$ cat src/rtl/panel_register_guard_top_macros.svh
// Assertion macros for the panel register guard RTL.
`ifndef PANEL_REGISTER_GUARD_TOP_MACROS_SVH
`define PANEL_REGISTER_GUARD_TOP_MACROS_SVH

`ifndef SYNTHESIS

// Checked only out of reset.
`define PRG_ASSERT(lbl, prop) \
  lbl: assert property (@(posedge clk_i) disable iff (!rst_ni) (prop)) \
    else $error("panel_register_guard assertion failed");

// Checked at every edge, reset included.
`define PRG_ASSERT_ALWAYS(lbl, prop) \
  lbl: assert property (@(posedge clk_i) (prop)) \
    else $error("panel_register_guard assertion failed");

`else

`define PRG_ASSERT(lbl, prop)
`define PRG_ASSERT_ALWAYS(lbl, prop)

`endif

`endif

$ cat src/rtl/prg_pkg.sv
// Types, constants and codes shared by the panel register guard modules.
package prg_pkg;

  localparam int TimeBits = 32;

  typedef logic [TimeBits-1:0] time_t;

  localparam logic [7:0] StreakMax = 8'hFF;

  typedef enum logic [1:0] {
    MODE_TICK   = 2'd0,
    MODE_START  = 2'd1,
    MODE_REINIT = 2'd2,
    MODE_TAKE   = 2'd3
  } mode_e;

  // Configuration register indexes
  localparam logic [2:0] CfgShadow    = 3'd0;
  localparam logic [2:0] CfgDuty      = 3'd1;
  localparam logic [2:0] CfgSteady    = 3'd2;
  localparam logic [2:0] CfgFast      = 3'd3;
  localparam logic [2:0] CfgRelax     = 3'd4;
  localparam logic [2:0] CfgStreakLim = 3'd5;
  localparam logic [2:0] CfgCooldown  = 3'd6;
  localparam logic [2:0] CfgFeatures  = 3'd7;

  // Feature enable bits
  localparam int FeExpRead  = 0;
  localparam int FeExpWrite = 1;
  localparam int FeDutyRead = 2;
  localparam int FeDutyWrite = 3;
  localparam int FeReinit   = 4;

  typedef struct packed {
    logic [7:0]  shadow_value;
    logic [15:0] backlight_duty;
    logic [15:0] steady_period_ms;
    logic [15:0] fast_period_ms;
    logic [7:0]  clean_to_relax;
    logic [7:0]  anomaly_streak_limit;
    logic [31:0] reinit_cooldown_ms;
    logic [4:0]  feature_enables;
  } cfg_t;

  typedef struct packed {
    mode_e       mode;
    time_t       now_ms;
    logic        expander_read_ok;
    logic [7:0]  expander_readback;
    logic [15:0] duty_readback;
  } item_t;

  typedef struct packed {
    logic        started;
    time_t       next_due_ms;
    logic [7:0]  bad_streak;
    logic [7:0]  clean_count;
    logic        in_fast;
    logic        request_pending;
    time_t       last_auto_ms;
    logic        ever_reinit;
  } state_t;

  typedef struct packed {
    logic        check_done;
    logic        found_bad;
    logic        expander_write;
    logic [7:0]  expander_write_value;
    logic        duty_write;
    logic [15:0] duty_write_value;
    logic        fast_mode;
    logic        reinit_raised;
    logic        request_taken;
  } result_t;

  // Wrap-safe deadline test: reached when (now - at) has its top bit clear.
  function automatic logic reached(time_t now, time_t at);
    time_t diff;
    diff = now - at;
    return ~diff[TimeBits-1];
  endfunction

endpackage

$ cat src/rtl/panel_register_guard_top.sv
// Top level of the panel register guard: handshakes, registers and state.

// Panel register guard. Each input beat is one event (tick, start, reinit
// done, take request) and yields exactly one result beat. Throughput is one
// beat per clock while results are taken: an accepted beat is held in the
// input register, is evaluated there against the supervisor state by short
// compare and counter logic, and moves into the result register while the
// state updates in the same edge, so the next beat already sees it. The
// result register and the input register give two beats of buffering, so
// the input still takes one more beat while a result waits to be taken,
// then stalls until the result drains.
// Configuration is a plain write port
// (cfg_we_i, cfg_index_i, cfg_wdata_i) with no read-back; write it only while
// idle. Reset values: shadow 0, duty 0, steady period 2000 ms, fast period
// 200 ms, clean-to-relax 3, anomaly streak limit 3, cooldown 60000 ms, all
// features enabled.

`include "panel_register_guard_top_macros.svh"

module panel_register_guard_top (
  input  logic                clk_i,
  input  logic                rst_ni,
  // configuration write port
  input  logic                cfg_we_i,
  input  logic [2:0]          cfg_index_i,
  input  logic [31:0]         cfg_wdata_i,
  // event input channel
  input  logic                in_valid_i,
  output logic                in_ready_o,
  input  logic [1:0]          mode_i,
  input  prg_pkg::time_t      now_ms_i,
  input  logic                expander_read_ok_i,
  input  logic [7:0]          expander_readback_i,
  input  logic [15:0]         duty_readback_i,
  // result channel
  output logic                out_valid_o,
  input  logic                out_ready_i,
  output logic                check_done_o,
  output logic                found_bad_o,
  output logic                expander_write_o,
  output logic [7:0]          expander_write_value_o,
  output logic                duty_write_o,
  output logic [15:0]         duty_write_value_o,
  output logic                fast_mode_o,
  output logic                reinit_raised_o,
  output logic                request_taken_o
);
  import prg_pkg::*;

  cfg_t    cfg_q;
  state_t  st_q, st_d;
  item_t   item_q;
  logic    item_valid_q;
  result_t res_d, res_q;
  logic    res_valid_q;
  logic    in_fire;
  logic    advance;

  // Held beat moves on when the result register is empty or being drained.
  assign advance    = item_valid_q && (!res_valid_q || out_ready_i);
  assign in_ready_o = !item_valid_q || advance;
  assign in_fire    = in_valid_i && in_ready_o;

  // Configuration registers
  always_ff @(posedge clk_i or negedge rst_ni) begin
    if (!rst_ni) begin
      cfg_q.shadow_value         <= 8'd0;
      cfg_q.backlight_duty       <= 16'd0;
      cfg_q.steady_period_ms     <= 16'd2000;
      cfg_q.fast_period_ms       <= 16'd200;
      cfg_q.clean_to_relax       <= 8'd3;
      cfg_q.anomaly_streak_limit <= 8'd3;
      cfg_q.reinit_cooldown_ms   <= 32'd60000;
      cfg_q.feature_enables      <= 5'h1F;
    end else if (cfg_we_i) begin
      unique case (cfg_index_i)
        CfgShadow:    cfg_q.shadow_value         <= cfg_wdata_i[7:0];
        CfgDuty:      cfg_q.backlight_duty       <= cfg_wdata_i[15:0];
        CfgSteady:    cfg_q.steady_period_ms     <= cfg_wdata_i[15:0];
        CfgFast:      cfg_q.fast_period_ms       <= cfg_wdata_i[15:0];
        CfgRelax:     cfg_q.clean_to_relax       <= cfg_wdata_i[7:0];
        CfgStreakLim: cfg_q.anomaly_streak_limit <= cfg_wdata_i[7:0];
        CfgCooldown:  cfg_q.reinit_cooldown_ms   <= cfg_wdata_i;
        CfgFeatures:  cfg_q.feature_enables      <= cfg_wdata_i[4:0];
        default:      cfg_q                      <= cfg_q;
      endcase
    end
  end

  // Input register
  always_ff @(posedge clk_i or negedge rst_ni) begin
    if (!rst_ni) begin
      item_valid_q <= 1'b0;
    end else if (in_ready_o) begin
      item_valid_q <= in_valid_i;
    end
  end

  always_ff @(posedge clk_i) begin
    if (in_fire) begin
      item_q.mode              <= mode_e'(mode_i);
      item_q.now_ms            <= now_ms_i;
      item_q.expander_read_ok  <= expander_read_ok_i;
      item_q.expander_readback <= expander_readback_i;
      item_q.duty_readback     <= duty_readback_i;
    end
  end

  // Event evaluation
  prg_step u_step (
    .cfg_i    (cfg_q),
    .state_i  (st_q),
    .item_i   (item_q),
    .state_o  (st_d),
    .result_o (res_d)
  );

  // Supervisor state commits when the beat moves into the result register.
  always_ff @(posedge clk_i or negedge rst_ni) begin
    if (!rst_ni) begin
      st_q <= '0;
    end else if (advance) begin
      st_q <= st_d;
    end
  end

  // Result register
  always_ff @(posedge clk_i or negedge rst_ni) begin
    if (!rst_ni) begin
      res_valid_q <= 1'b0;
    end else if (advance) begin
      res_valid_q <= 1'b1;
    end else if (out_ready_i) begin
      res_valid_q <= 1'b0;
    end
  end

  always_ff @(posedge clk_i) begin
    if (advance) begin
      res_q <= res_d;
    end
  end

  assign out_valid_o            = res_valid_q;
  assign check_done_o           = res_q.check_done;
  assign found_bad_o            = res_q.found_bad;
  assign expander_write_o       = res_q.expander_write;
  assign expander_write_value_o = res_q.expander_write_value;
  assign duty_write_o           = res_q.duty_write;
  assign duty_write_value_o     = res_q.duty_write_value;
  assign fast_mode_o            = res_q.fast_mode;
  assign reinit_raised_o        = res_q.reinit_raised;
  assign request_taken_o        = res_q.request_taken;

  // A raised reinit leaves a pending request behind.
  `PRG_ASSERT(a_raise_sets_pending, (advance && res_d.reinit_raised) |=> st_q.request_pending)
  // Taking the request always clears it.
  `PRG_ASSERT(a_take_clears, (advance && item_q.mode == MODE_TAKE) |=> !st_q.request_pending)
  // Rewrites only come out of a check that found a mismatch.
  `PRG_ASSERT(a_write_needs_bad,
              (res_valid_q && (res_q.expander_write || res_q.duty_write)) |->
              (res_q.check_done && res_q.found_bad))
  // Input stalls only with both registers full and the output blocked.
  `PRG_ASSERT_ALWAYS(a_stall_cause,
                     !in_ready_o |-> (item_valid_q && res_valid_q && !out_ready_i))

endmodule

$ cat src/rtl/prg_step.sv
// One event step: next supervisor state and the result beat for one item.
module prg_step (
  input  prg_pkg::cfg_t    cfg_i,
  input  prg_pkg::state_t  state_i,
  input  prg_pkg::item_t   item_i,
  output prg_pkg::state_t  state_o,
  output prg_pkg::result_t result_o
);
  import prg_pkg::*;

  logic       due;
  logic       murky;
  logic       exp_bad;
  logic       duty_bad;
  logic       bad;
  logic [7:0] streak_inc;
  logic [7:0] clean_inc;
  logic [7:0] streak_nxt;
  logic [7:0] clean_nxt;
  logic       fast_nxt;
  logic       cooled;
  logic       raise;
  time_t      steady_due;
  time_t      check_due;

  always_comb begin
    due      = state_i.started && reached(item_i.now_ms, state_i.next_due_ms);
    murky    = cfg_i.feature_enables[FeExpRead] && !item_i.expander_read_ok;
    exp_bad  = cfg_i.feature_enables[FeExpRead] && item_i.expander_read_ok &&
               (item_i.expander_readback != cfg_i.shadow_value);
    duty_bad = cfg_i.feature_enables[FeDutyRead] &&
               (item_i.duty_readback != cfg_i.backlight_duty);
    bad      = exp_bad || duty_bad;

    streak_inc = (state_i.bad_streak != StreakMax) ? state_i.bad_streak + 8'd1
                                                   : state_i.bad_streak;
    clean_inc  = (state_i.clean_count != StreakMax) ? state_i.clean_count + 8'd1
                                                    : state_i.clean_count;
    streak_nxt = bad ? streak_inc : 8'd0;
    clean_nxt  = bad ? 8'd0 : clean_inc;
    fast_nxt   = bad || murky || (clean_nxt <= cfg_i.clean_to_relax);

    // First automatic request needs no cooldown.
    cooled = !state_i.ever_reinit ||
             reached(item_i.now_ms,
                     state_i.last_auto_ms + TimeBits'(cfg_i.reinit_cooldown_ms));
    raise  = (streak_nxt >= cfg_i.anomaly_streak_limit) &&
             cfg_i.feature_enables[FeReinit] && cooled;

    steady_due = item_i.now_ms + TimeBits'(cfg_i.steady_period_ms);
    check_due  = item_i.now_ms + TimeBits'(fast_nxt ? cfg_i.fast_period_ms
                                                    : cfg_i.steady_period_ms);
  end

  always_comb begin
    state_o  = state_i;
    result_o = '0;
    unique case (item_i.mode)
      MODE_TICK: begin
        if (due) begin
          state_o.bad_streak  = raise ? 8'd0 : streak_nxt;
          state_o.clean_count = clean_nxt;
          state_o.in_fast     = fast_nxt;
          state_o.next_due_ms = check_due;
          if (raise) begin
            state_o.request_pending = 1'b1;
            state_o.ever_reinit     = 1'b1;
            state_o.last_auto_ms    = item_i.now_ms;
          end
          result_o.check_done     = 1'b1;
          result_o.found_bad      = bad;
          result_o.reinit_raised  = raise;
          result_o.expander_write = exp_bad && cfg_i.feature_enables[FeExpWrite];
          result_o.duty_write     = duty_bad && cfg_i.feature_enables[FeDutyWrite];
          result_o.expander_write_value =
            result_o.expander_write ? cfg_i.shadow_value : 8'd0;
          result_o.duty_write_value =
            result_o.duty_write ? cfg_i.backlight_duty : 16'd0;
        end
      end
      MODE_START: begin
        state_o.started         = 1'b1;
        state_o.next_due_ms     = steady_due;
        state_o.bad_streak      = 8'd0;
        state_o.clean_count     = 8'd0;
        state_o.in_fast         = 1'b0;
        state_o.request_pending = 1'b0;
      end
      MODE_REINIT: begin
        state_o.bad_streak      = 8'd0;
        state_o.clean_count     = 8'd0;
        state_o.in_fast         = 1'b0;
        state_o.request_pending = 1'b0;
        state_o.last_auto_ms    = item_i.now_ms;
        state_o.next_due_ms     = steady_due;
      end
      MODE_TAKE: begin
        result_o.request_taken  = state_i.request_pending;
        state_o.request_pending = 1'b0;
      end
      default: begin
        state_o = state_i;
      end
    endcase
    result_o.fast_mode = state_o.in_fast;
  end

endmodule
$ cat config.mk
export PLATFORM = sky130hd
export DESIGN_NAME = panel_register_guard_top
export DESIGN_NICKNAME = d
export VERILOG_FILES = /design/src/rtl/prg_pkg.sv /design/src/rtl/panel_register_guard_top.sv /design/src/rtl/prg_step.sv
export VERILOG_INCLUDE_DIRS = /design/src /design/src/rtl
export SDC_FILE = /design/constraint.sdc
export NUM_CORES = 1
export LEC_CHECK = 0
export BUFFER_PORTS_ARGS = -buffer_cell sky130_fd_sc_hd__buf_2
export CORE_MARGIN = 2
export CORE_UTILIZATION = 61
export CTS_CLUSTER_SIZE = 20
export DETAILED_ROUTE_END_ITERATION = 8
export GPL_TIMING_DRIVEN = 1
export PLACE_DENSITY = 0.83
export SLEW_MARGIN = 20
export SYNTH_ARGS = -nofsm -noshare
export SYNTH_HDL_FRONTEND = slang
export SYNTH_HIERARCHICAL = 1
export SYNTH_SLANG_ARGS = --single-unit
$ cat constraint.sdc
create_clock -name clk_i -period 11.8 [get_ports clk_i]
set_clock_uncertainty 0.2 [all_clocks]
set_input_delay 0.59 -clock clk_i [delete_from_list [all_inputs] [get_ports clk_i]]
set_output_delay 0.59 -clock clk_i [all_outputs]
set_load 0.01 [all_outputs]
### Word-level counts from Yosys, hierarchy flattened

Cells that the tools add are included.

* register bits after elaboration: 285
* input port bits: 99
* output and inout bits: 33

* add/subtract/negate cells: 7
* order comparisons: 2
* eq/ne operators: 16
* multiplexer cells: 16
* bitwise operators: 2
* reductions and logical operators: 44

Operators with widths (number)
* 49-bit one-hot mux with 2 select lines: 1
* 83-bit 2-to-1 mux: 1
* 32-bit adder: 2
* 32-bit one-hot mux with 2 select lines: 1
* 32-bit subtractor: 2
* 8-bit 2-to-1 mux: 6
* 34-bit 2-to-1 mux: 1
* 32-bit by 16-bit adder with 32-bit output: 1
* 16-bit 2-to-1 mux: 2
* 28-bit 2-to-1 mux: 1
* 2-bit AND reduction: 10
* 8-bit by 1-bit adder with 8-bit output (second input constant): 2
* 16-bit inequality test: 1
* 8-bit inequality test (second input constant): 2
* 3-bit equality test (second input constant): 4
* 3-bit AND reduction: 4
* 1-bit logical AND: 11
* 8-bit greater-or-equal comparator: 1
* 8-bit <= comparator: 1
* 8-bit inequality test: 1
* 4-bit AND reduction: 2
* 3-bit by 2-bit equality test with 1-bit output (second input constant): 2
* 1-bit logical OR: 6
* 2-bit nonzero test: 3
* other kinds (12): 19

### Longest topological paths before layout

Gate-level depths: netlist (run 1).

* depth after elaboration: 10
* depth in mapped cells: 28
* depth with buffers taken out: 27

### Hierarchy

Netlist (run 1), hierarchy kept.

Modules (own cells, without submodules)
* panel_register_guard_top: times used 1, cells an instance 513, area an instance 10045.9 um^2, sequential area each 7613.6 um^2
* prg_step: times used 1, cells an instance 1088, area an instance 7808.7 um^2, sequential area each 0.0 um^2

### Least setup slack after synthesis (run 1)

No wires, ideal clock.

* kind: register to register
* start point: register cfg_q[100] (netlist name)
* end point: register st_q[74] (netlist name)
* setup time: 0.125 ns
* data arrival time: 5.364 ns
* path slack: 6.111 ns
* cell stages (with the launch flop): 28
* buffers on the path: 2
* clock period less this slack: 5.689 ns
* path through: dfrtp_1 -> xnor2_1 -> nand4_1 -> o41a_1 -> nor2_1 -> inv_1 -> clkbuf_1 -> a21oi_1 -> ha_1 -> nor2b_1 -> o21ai_0 -> nand2b_1 -> a21oi_1 -> o21ai_0 -> nand2_1 -> nor2_2 -> buf_2 -> mux2_2 -> ha_1 -> a211oi_1 -> o21ai_0 -> a31oi_1 -> a211oi_1 -> o21bai_2 -> a21oi_1 -> xor2_1 -> a221o_1 -> mux2_2

RTL lines
* start, declared: RTL line panel_register_guard_top.sv:50 `cfg_t cfg_q;`
* start signal, assigned: RTL line panel_register_guard_top.sv:85 `default: cfg_q <= cfg_q;`
* end signal, assigned: RTL line panel_register_guard_top.sv:123 `st_q <= st_d;`
* end, declared: RTL line panel_register_guard_top.sv:51 `state_t st_q, st_d;`

==> results of run 1 <==
[Yosys cell counts (4+ instances only)]
cell type	count	area share, %
mux2_2	209	13
dfrtp_1	170	24
inv_1	131	2.8
ha_1	118	8.3
edfxtp_1	90	15
nand2_1	83	1.7
nor2_1	57	1.2
o21ai_0	53	1.5
a21oi_1	51	1.4
a22oi_1	50	2.1
xnor2_1	50	2.5
nand4_1	44	1.5
xor2_1	37	1.8
fa_1	31	3.5
and2_1	30	1.1
nand3_1	30	0.84
buf_2	29	0.81
dfstp_2	25	3.7
nor3_1	24	0.67
clkbuf_1	20	0.42
a21o_1	19	0.80
a31oi_1	16	0.56
a211oi_1	15	0.63
a22o_1	14	0.69
o211ai_1	14	0.59
a221o_1	12	0.67
and3_1	12	0.42
buf_1	10	0.21
nand2b_1	10	0.35
o211ai_2	10	0.70
nor4_1	9	0.32
or3_1	9	0.32
buf_6	8	0.50
o22ai_1	8	0.28
o311ai_1	7	0.34
a32o_1	6	0.34
nor2b_1	6	0.21
o21a_1	6	0.25
a32oi_1	5	0.25
or2_2	5	0.18
a211o_1	4	0.20
mux2i_1	4	0.22
o31ai_1	4	0.17
[kinds of logic (layout without fill, tap and decap cells)]
group                      count (synthesis)  count (layout)  synth area share [%]
and+or+nand+nor                          341             341                  10.0
AOI/OAI and AO/OA                        322             322                  13.0
DFF                                      285             285                  42.6
muxes                                    214             214                  13.5
buffers and inverters                    203             342                  4.88
adders and majority gates                149             149                  11.7
xor gates and xnor gates                  87              87                  4.27
[cells in the final DEF, fill, tap and decap left out, types with 29 or more instances in the layout]
cell type | Yosys | layout
mux2_2 | 209 | 209
xnor2_1 | 50 | 50
ha_1 | 118 | 117
clkbuf_16 | 0 | 34
nand3_1 | 30 | 30
inv_1 | 131 | 131
xor2_1 | 37 | 37
nand2_1 | 83 | 82
a21oi_1 | 51 | 51
a22oi_1 | 50 | 50
and2_1 | 30 | 29
dfrtp_1 | 170 | 170
o21ai_0 | 53 | 53
nand4_1 | 44 | 44
nor2_1 | 57 | 55
edfxtp_1 | 90 | 90
fa_1 | 31 | 31
buf_2 | 29 | 130
[final cells by class]
cell class / instances / share of cell area, %
multi-input cells: 1113 / 47.2
flip-flops and latches: 285 / 38.3
clock buffers: 43 / 4.65
repair buffers: 148 / 3.99
inverters: 132 / 2.49
well taps: 384 / 2.41
clock inverters: 19 / 0.987
[power groups by stage]
stage / registers [mW] / clock network [mW] / logic, mW
after floorplan: 1.39 / 0 / 1.10
after global placement: 1.43 / 0 / 1.39
after detailed placement: 1.44 / 0 / 1.46
after CTS: 1.43 / 1.05 / 1.48
after global routing: 1.46 / 1.10 / 1.65
final: 1.43 / 1.04 / 1.50
[repair_timing]
item / CTS / global route
hold buffers: 1 / 0
setup endpoints to repair: 0 / 0
hold endpoints to repair: 53 / 0
setup buffers: 0 / 0
[critical path, stage by stage (launching register included)]
cell	delay (ns)
edfxtp_1	0.39
xnor2_1	0.20
nand4_1	0.15
o41a_1	0.52
nor2_1	0.17
buf_4	0.24
inv_1	0.20
a21oi_1	0.22
ha_1	0.16
nor2b_1	0.11
o21ai_0	0.08
nand2b_1	0.08
a21oi_1	0.06
o21ai_0	0.15
nand2_1	0.08
nor2_2	0.67
mux2_2	0.42
ha_1	0.30
a211oi_1	0.35
o21ai_0	0.19
a31oi_1	0.43
a211oi_1	0.21
o21bai_2	0.39
a21oi_1	0.14
xor2_1	0.17
a221o_1	0.33
mux2_2	0.26
[worst paths after layout]
check                              startpoint         to  cells past startpoint
max in group asynchronous              rst_ni  cfg_q[15]                      3
min                        duty_readback_i[4]  item_q[4]                      1
max                                 item_q[8]   st_q[76]                     26
min in group asynchronous              rst_ni  cfg_q[21]                      2
min reg2reg                         cfg_q[15]  cfg_q[15]                      1
max reg2reg                         item_q[8]   st_q[76]                     26
[per-layer routing]
| metal | vias to the layer above | global-route usage, % | routed length [um] |
|---|---|---|---|
| met5 | - | 0 | 0 |
| met4 | 0 | 13.5 | 1920 |
| met3 | 146 | 5.00 | 3310 |
| met2 | 633 | 48.8 | 21400 |
| met1 | 6676 | 39.2 | 19100 |
| li1 | 6110 | - | - |
[state kept, by name, indices dropped and copies added, names as in the netlist]
signal                  cells
cfg_q                     109
check_done_o                1
duty_write_o                1
duty_write_value_o         16
expander_write_o            1
expander_write_value_o      8
fast_mode_o                 1
found_bad_o                 1
item_q                     59
item_valid_q                1
out_valid_o                 1
reinit_raised_o             1
request_taken_o             1
st_q                       84
[through the flow]
step / instance area, sq um / power [mW] / instances
final: 19900 / 3.98 / 2124
after global routing: 19900 / 4.22 / 2124
after CTS: 19900 / 3.97 / 2124
after detailed placement: 18800 / 2.91 / 2061
after global placement: 18800 / 2.82 / 2061
after floorplan: 17900 / 2.49 / 1601
==> flow_summary.json, run 1 <==
{
  "status": "complete, no violations",
  "multi_input_area_sq_mm": 0.00939,
  "coreArea_sq_mm": 0.0288,
  "synth_seq_cells": 285,
  "hold_viol": 0,
  "die_w_um": 175,
  "grt_pass1_wl_um": 72200,
  "io_buffers": 131,
  "cts_sinks": 285,
  "fin_hold_ws_ns": 0.0233,
  "syn-num-nets": 1849,
  "via_count": 13600,
  "synth_warnings": 6,
  "clkTransAtPathRegs_ns": 0.06,
  "cp.required_ns": 12.00,
  "area_growth_pct": 11.4,
  "fmax_ghz": 0.143,
  "ctsResizeCount": 0,
  "post_drt_wl_per_cell_um": 21.5,
  "leakage_nw": 8.60,
  "path_class": "reg2reg",
  "setup-violations-final": 0,
  "detailed_place_hpwl_um": 31200,
  "antenna_found_initial": 0,
  "rsz0062_at_grt": "no",
  "numCtsBuffers": 34,
  "utilization_pct": 69.1,
  "detail-route-antenna-nets": 0,
  "place_worst_setup_slack_ns": 5.02,
  "place_congestion": 0.912,
  "clock_latency_ns": 0.54,
  "ys_types": 80,
  "max_slew_margin_pct": 25.3,
  "ys.flop_type": "dfrtp_1",
  "async_flop_share_pct": 68.4,
  "setup_slack_ns": 4.79,
  "synth_edf_count": 90,
  "clock-root-buffer": "clkbuf_16",
  "gr-total-overflow": 0,
  "clock_path_buffers": 3,
  "grt_pass1_vias": 13700,
  "grt_max_degree": 76,
  "internal_power_mw": 2.52,
  "reg2reg_slack_ns": 4.79,
  "htreeDepth": 2,
  "crit_arrival_ns": 7.22,
  "seqCellArea_sq_mm": 0.00761,
  "die_h_um": 175,
  "ios": 132,
  "crit_path_end_kind": "flop",
  "fillers": 2075,
  "slew_violations": 0,
  "switching_share_pct": 36.7,
  "p_sw_mw": 1.46,
  "p_clk_share_pct": 26.2,
  "maxCapViolCount": 0,
  "antennaDiodeCount": 0,
  "fin_crit_sh_pct": 59.4,
  "detail_route.first_pass.iterations": 7,
  "first_iter_violations": 1177,
  "groute.usage.overall_pct": 29.8,
  "postSynthAreaPerCell_sq_um": 11.2,
  "p_seq_share_pct": 36.0,
  "synth_area_sq_mm": 0.0179,
  "synth_cells": 1601,
  "hold_class": "in2reg",
  "critPathMaxFanout": 18,
  "comb_power_share_pct": 37.7,
  "start_util_pct": 62.0,
  "nets": 1962,
  "final.min_clock_period_ns": 7.01,
  "worst_pin_slew_ns": 1.12,
  "powerDensity_mw_per_mm2": 200,
  "avgViaCountPerCell": 6.39,
  "row_count": 62,
  "peakVddDrop_mv": 0.144,
  "drc": 0,
  "drive_gt1_share_pct": 27.2,
  "postRouteWirelength_um": 45700,
  "tns_ns": 0,
  "cts_tree": "done",
  "ys_seq_area_share_pct": 42.6,
  "design.die.area_sq_mm": 0.0307,
  "start_kind": "flop"
}
Note: power is estimated with default switching activity, not from simulation.
==> run 2, diff against run 1 <==
Clock period 11.8 ns to 7.1 ns, I/O delays scaled along.
==> flow_summary.json, run 2 (same netlist as run 1, synthesis figures left out) <==
{
  "cp.required_ns": 7.34,
  "holdCritStartpoint": "cfg_wdata_i[7]",
  "seqCellArea_sq_mm": 0.00761,
  "avgViaCountPerCell": 6.40,
  "layout_commonest_cell": "mux2_2",
  "area_growth_pct": 15.7,
  "reg2reg_slack_ns": 0.40,
  "antenna_found_initial": 0,
  "fillers": 1903,
  "grt_pass1_vias": 14500,
  "fmax_ghz": 0.149,
  "setup-violations-final": 0,
  "hold_depth": 2,
  "crit_arrival_ns": 6.94,
  "max_slew_margin_pct": 22.0,
  "critPathMaxFanout": 18,
  "leakage_nw": 8.91,
  "via_count": 14100,
  "grt_max_degree": 78,
  "detailed_place_hpwl_um": 31500,
  "postRouteWirelength_um": 49300,
  "clock_path_buffers": 3,
  "coreArea_sq_mm": 0.0288,
  "gr-total-overflow": 0,
  "largest_reg_flops": 109,
  "tns_ns": 0,
  "reg2regPathDepth": 25,
  "io_buffers": 131,
  "r2r_start": "item_q[12]",
  "clkTransAtPathRegs_ns": 0.07,
  "slew_violations": 0,
  "clock_latency_ns": 0.59,
  "hold_viol": 0,
  "min_to": "cfg_q[44]",
  "cts_tree": "done",
  "clock-root-buffer": "clkbuf_16",
  "post_drt_wl_per_cell_um": 22.3,
  "die_h_um": 175,
  "layoutNonFillerInstCount": 2208,
  "ios": 132,
  "placedCellCount": 2061,
  "detail-route-antenna-nets": 0,
  "detail_route.first_pass.iterations": 6,
  "die_w_um": 175,
  "peakVddDrop_mv": 0.231,
  "start_util_pct": 62.0,
  "groute.usage.overall_pct": 32.1,
  "largestRegisters": "cfg_q x109, st_q x84, item_q x59",
  "layout_common_cells": "mux2_2 (209), dfrtp_1 (170), inv_1 (131), buf_2 (130), ha_1 (117)",
  "path_class": "reg2reg",
  "fin_crit_sh_pct": 94.3,
  "status": "complete, no violations",
  "grt_pass1_wl_um": 77700,
  "reg2reg_to": "st_q[76]",
  "place_congestion": 0.919,
  "drive_gt1_share_pct": 25.4,
  "powerDensity_mw_per_mm2": 316,
  "design.die.area_sq_mm": 0.0307,
  "top_register": "cfg_q",
  "multi_input_area_sq_mm": 0.00940,
  "hold_class": "in2reg",
  "rsz0062_at_grt": "no",
  "row_count": 62,
  "final.min_clock_period_ns": 6.70,
  "maxCapViolCount": 0,
  "worst_pin_slew_ns": 1.17,
  "numCtsBuffers": 30,
  "nets": 2048,
  "antennaDiodeCount": 0,
  "first_iter_violations": 1187,
  "htreeDepth": 1,
  "cts_sinks": 285,
  "drc": 0,
  "start_kind": "flop",
  "crit_path_end_kind": "flop"
}
## run 2: cell count changes in the layout (fill, tap and decap cells not counted), moves of 4 or more
cell | previous run | this run
clkbuf_1 | 5 | 13
clkbuf_16 | 34 | 30
clkinv_1 | 6 | 1
dlygate4sd3_1 | 1 | 91
## run 2: final cells by class
class | count | area share [%]
multi-input combinational | 1113 | 45.5
sequential | 285 | 36.8
timing repair buffer | 238 | 8.21
clock buffer | 47 | 4.14
inverter | 132 | 2.40
tap | 384 | 2.33
clock inverter | 9 | 0.606
## run 2: how the worst max path moves through the flow
stage,from,end
4_1_cts,item_q[12],st_q[76]
2_1_floorplan,cfg_q[100],st_q[74]
3_5_place_dp,item_q[12],st_q[76]
6_report,item_q[12],st_q[76]
5_1_grt,item_q[13],st_q[68]
3_3_place_gp,item_q[2],st_q[76]
## run 2: power breakdown
part,internal [mW],switching [mW],total [mW]
logic,1.13,1.43,2.56
clock network,0.902,0.681,1.58
registers,2.08,0.311,2.39
## run 2: repair_timing
item / in CTS / in global routing
setup endpoints to repair: 0 / 12
setup buffers: 0 / 0
hold buffers: 91 / 0
gates resized for setup: 0 / 1
hold endpoints to repair: 181 / 0
## run 2: per-stage QoR
| stage | utilization, % | hold slack [ns] | cell area [sq um] | setup slack (ns) | total power, mW |
|---|---|---|---|---|---|
| 2_1_floorplan | - | -0.141 | 17900 | 1.41 | 4.13 |
| 3_3_place_gp | 65.2 | 0.147 | 18800 | 0.571 | 4.69 |
| 3_5_place_dp | 65.2 | 0.149 | 18800 | 0.382 | 4.84 |
| 4_1_cts | 71.8 | 0.00978 | 20700 | 0.318 | 6.46 |
| 5_1_grt | 71.8 | 0.0306 | 20700 | 0.0283 | 6.90 |
| 6_report | 71.8 | 0.0267 | 20700 | 0.404 | 6.54 |
## run 2: critical path, cell delays in order, from the launching register on
cell and delay [ns]:
edfxtp_1 0.41, xnor2_1 0.28, nand4_1 0.16, o41a_1 0.45
nor2_1 0.31, inv_1 0.26, a21oi_1 0.23, ha_1 0.16
nor2b_1 0.11, o21ai_0 0.07, nand2b_1 0.07, a21oi_1 0.06
o21ai_0 0.14, nand2_1 0.10, nor2_4 0.45, mux2_2 0.41
ha_1 0.33, o21ai_0 0.28, o21ai_0 0.14, a31oi_1 0.41
a211oi_1 0.18, o21bai_2 0.38, a21oi_1 0.15, xor2_1 0.18
a221o_1 0.34, mux2_2 0.26
## run 2: routing by layer
metal  GRT usage, %  part of all wire (%)  up-vias
met5              0                     0        -
met4           12.9                   4.1        0
met3           4.53                   7.7      153
met2           54.8                    48      752
met1           41.5                    40     6969
li1               -                     -     6249
==> run 3, diff against run 2 <==
Settings changed: PLACE_DENSITY 0.83 to 0.81.
==> flow_summary.json, run 3 (same netlist as run 1, synthesis figures left out) <==
{
  "cp.required_ns": 7.37,
  "largest_reg_flops": 109,
  "use_met2_pct": 54.8,
  "clock-root-buffer": "clkbuf_16",
  "cpPeakStageDelay_ns": 0.46,
  "numCtsBuffers": 31,
  "cts_sinks": 285,
  "io_buffers": 131,
  "reg2reg_to": "st_q[76]",
  "layout_commonest_cell": "mux2_2",
  "clock_path_buffers": 3,
  "setup-violations-final": 0,
  "postRouteWirelength_um": 50300,
  "powerDensity_mw_per_mm2": 321,
  "groute.usage.overall_pct": 32.5,
  "status": "complete, no violations",
  "leakage_nw": 8.96,
  "reg2regPathDepth": 22,
  "peakVddDrop_mv": 0.265,
  "drc": 0,
  "top_register": "cfg_q",
  "start_kind": "flop",
  "min_to": "cfg_q[4]",
  "antenna_found_initial": 0,
  "first_iter_violations": 1142,
  "met3_usage_pct": 5.68,
  "htreeDepth": 1,
  "largestRegisters": "cfg_q x109, st_q x84, item_q x59",
  "clock_latency_ns": 0.59,
  "grt_util_met1_pct": 41.1,
  "crit_arrival_ns": 6.86,
  "maxCapViolCount": 0,
  "via_count": 14100,
  "clkTransAtPathRegs_ns": 0.07,
  "slew_violations": 0,
  "reg2reg_slack_ns": 0.51,
  "hold_viol": 0,
  "hold_class": "in2reg",
  "detailed_place_hpwl_um": 31300,
  "holdCritStartpoint": "cfg_wdata_i[4]",
  "row_count": 62,
  "final.min_clock_period_ns": 6.59,
  "drive_gt1_share_pct": 25.8,
  "cp_slowest_cell": "o41a_1",
  "layout_common_cells": "mux2_2 (209), dfrtp_1 (170), inv_1 (131), buf_2 (130), ha_1 (117)",
  "gr-total-overflow": 0,
  "grt_pass1_vias": 14600,
  "place_congestion": 0.935,
  "cts_post_setup_buffers_inserted": 0,
  "r2r_start": "item_q[0]",
  "crit_path_end_kind": "flop",
  "power_mw": 6.66,
  "ios": 132,
  "max_slew_margin_pct": 20.9,
  "antennaDiodeCount": 0,
  "fin_crit_sh_pct": 92.8,
  "post_drt_wl_per_cell_um": 22.7,
  "worst_pin_slew_ns": 1.18,
  "grt_pass1_wl_um": 78300,
  "design.die.area_sq_mm": 0.0307,
  "tns_ns": 0,
  "area_growth_pct": 16.3,
  "cp_cell_sequence": "xnor2_1 > nand4_1 > o41a_1 > nor2_1 > inv_1 > nor3_1 > ha_1 > nand4_1 > o21ai_0 > nand2_1 > nor2_4 > mux2_2 > ha_1 > a211oi_1 > o21ai_0 > a31oi_1 > a211oi_1 > o21bai_2 > a21oi_1 > xor2_1 > a221o_1 > mux2_2",
  "grt_max_degree": 87,
  "die_w_um": 175,
  "detail_route.first_pass.iterations": 5,
  "utilization_pct": 72.1,
  "nets": 2051,
  "avgViaCountPerCell": 6.39,
  "detail-route-antenna-nets": 0,
  "critPathMaxFanout": 18,
  "fmax_ghz": 0.152,
  "die_h_um": 175,
  "crit_buf_inv": 1,
  "start_util_pct": 62.0,
  "path_class": "reg2reg",
  "cts_tree": "done",
  "cp_top_family": "compound AO/OA/AOI/OAI gates",
  "coreArea_sq_mm": 0.0288,
  "top_usage_layer": "met2",
  "hold_depth": 2,
  "rsz0062_at_grt": "no"
}
==> run 3: changes by cell type in the layout (fill, tap and decap cells not counted), moves of 2 or more <==
cell,change
clkinv_4,+3
clkbuf_1,-7
bufinv_16,+2
clkinvlp_4,+2
==> run 3: per-stage QoR <==
step / area, sq um / instances / setup WS [ns] / hold WS (ns)
floorplan: 17900 / 1601 / 1.41 / -0.141
global placement: 18800 / 2062 / 0.570 / 0.276
global route: 20800 / 2212 / 0.0417 / 0.0466
CTS: 20700 / 2211 / 0.373 / 0.00138
finish: 20800 / 2212 / 0.509 / 0.0701
detailed placement: 18800 / 2062 / 0.445 / 0.277
==> run 3: timing repair <==
action	in CTS	in global routing
hold endpoints to repair	210	2
setup endpoints to repair	0	8
resized for setup	0	1
hold buffers	91	1
==> run 3: how the worst max path moves through the flow <==
stage / startpoint / endpoint / slack (ns) / cells after the start
global route: item_q[0] / st_q[74] / 0.04 / 25
detailed placement: item_q[11] / st_q[74] / 0.44 / 25
CTS: item_q[13] / st_q[76] / 0.37 / 25
floorplan: cfg_q[100] / st_q[74] / 1.41 / 27
global placement: cfg_q[100] / st_q[76] / 0.57 / 25
finish: item_q[0] / st_q[76] / 0.51 / 22
==> run 3: layout make-up <==
class,instances,area (sq um)
sequential,285,7610
inverter,132,495
fill,1917,8020
timing repair buffer,240,1710
clock inverter,18,225
tap,384,480
multi-input combinational,1113,9400
clock buffer,40,840
==> run 3: where the power goes <==
part | leakage, nW | internal, mW | switching (mW)
Clock | 0.511 | 0.986 | 0.721
Combinational | 5.21 | 1.13 | 1.43
Sequential | 3.24 | 2.08 | 0.313
==> run 3: worst reg2reg max path, delay by kind of cell (launching register included) <==
kind	cells	cell delay (ns)
and+or+nand+nor	6	1.44
xor gates and xnor gates	2	0.47
AOI/OAI and AO/OA	9	2.56
adders and majority gates	2	0.50
DFF	1	0.42
buffers and inverters	1	0.24
muxes	2	0.66
==> run 3: routing by layer <==
| metal | wire length [um] | up-vias |
|---|---|---|
| li1 | - | 6271 |
| met1 | 20000 | 7035 |
| met2 | 24200 | 647 |
| met3 | 3640 | 176 |
| met4 | 2470 | 0 |
| met5 | 0 | - |
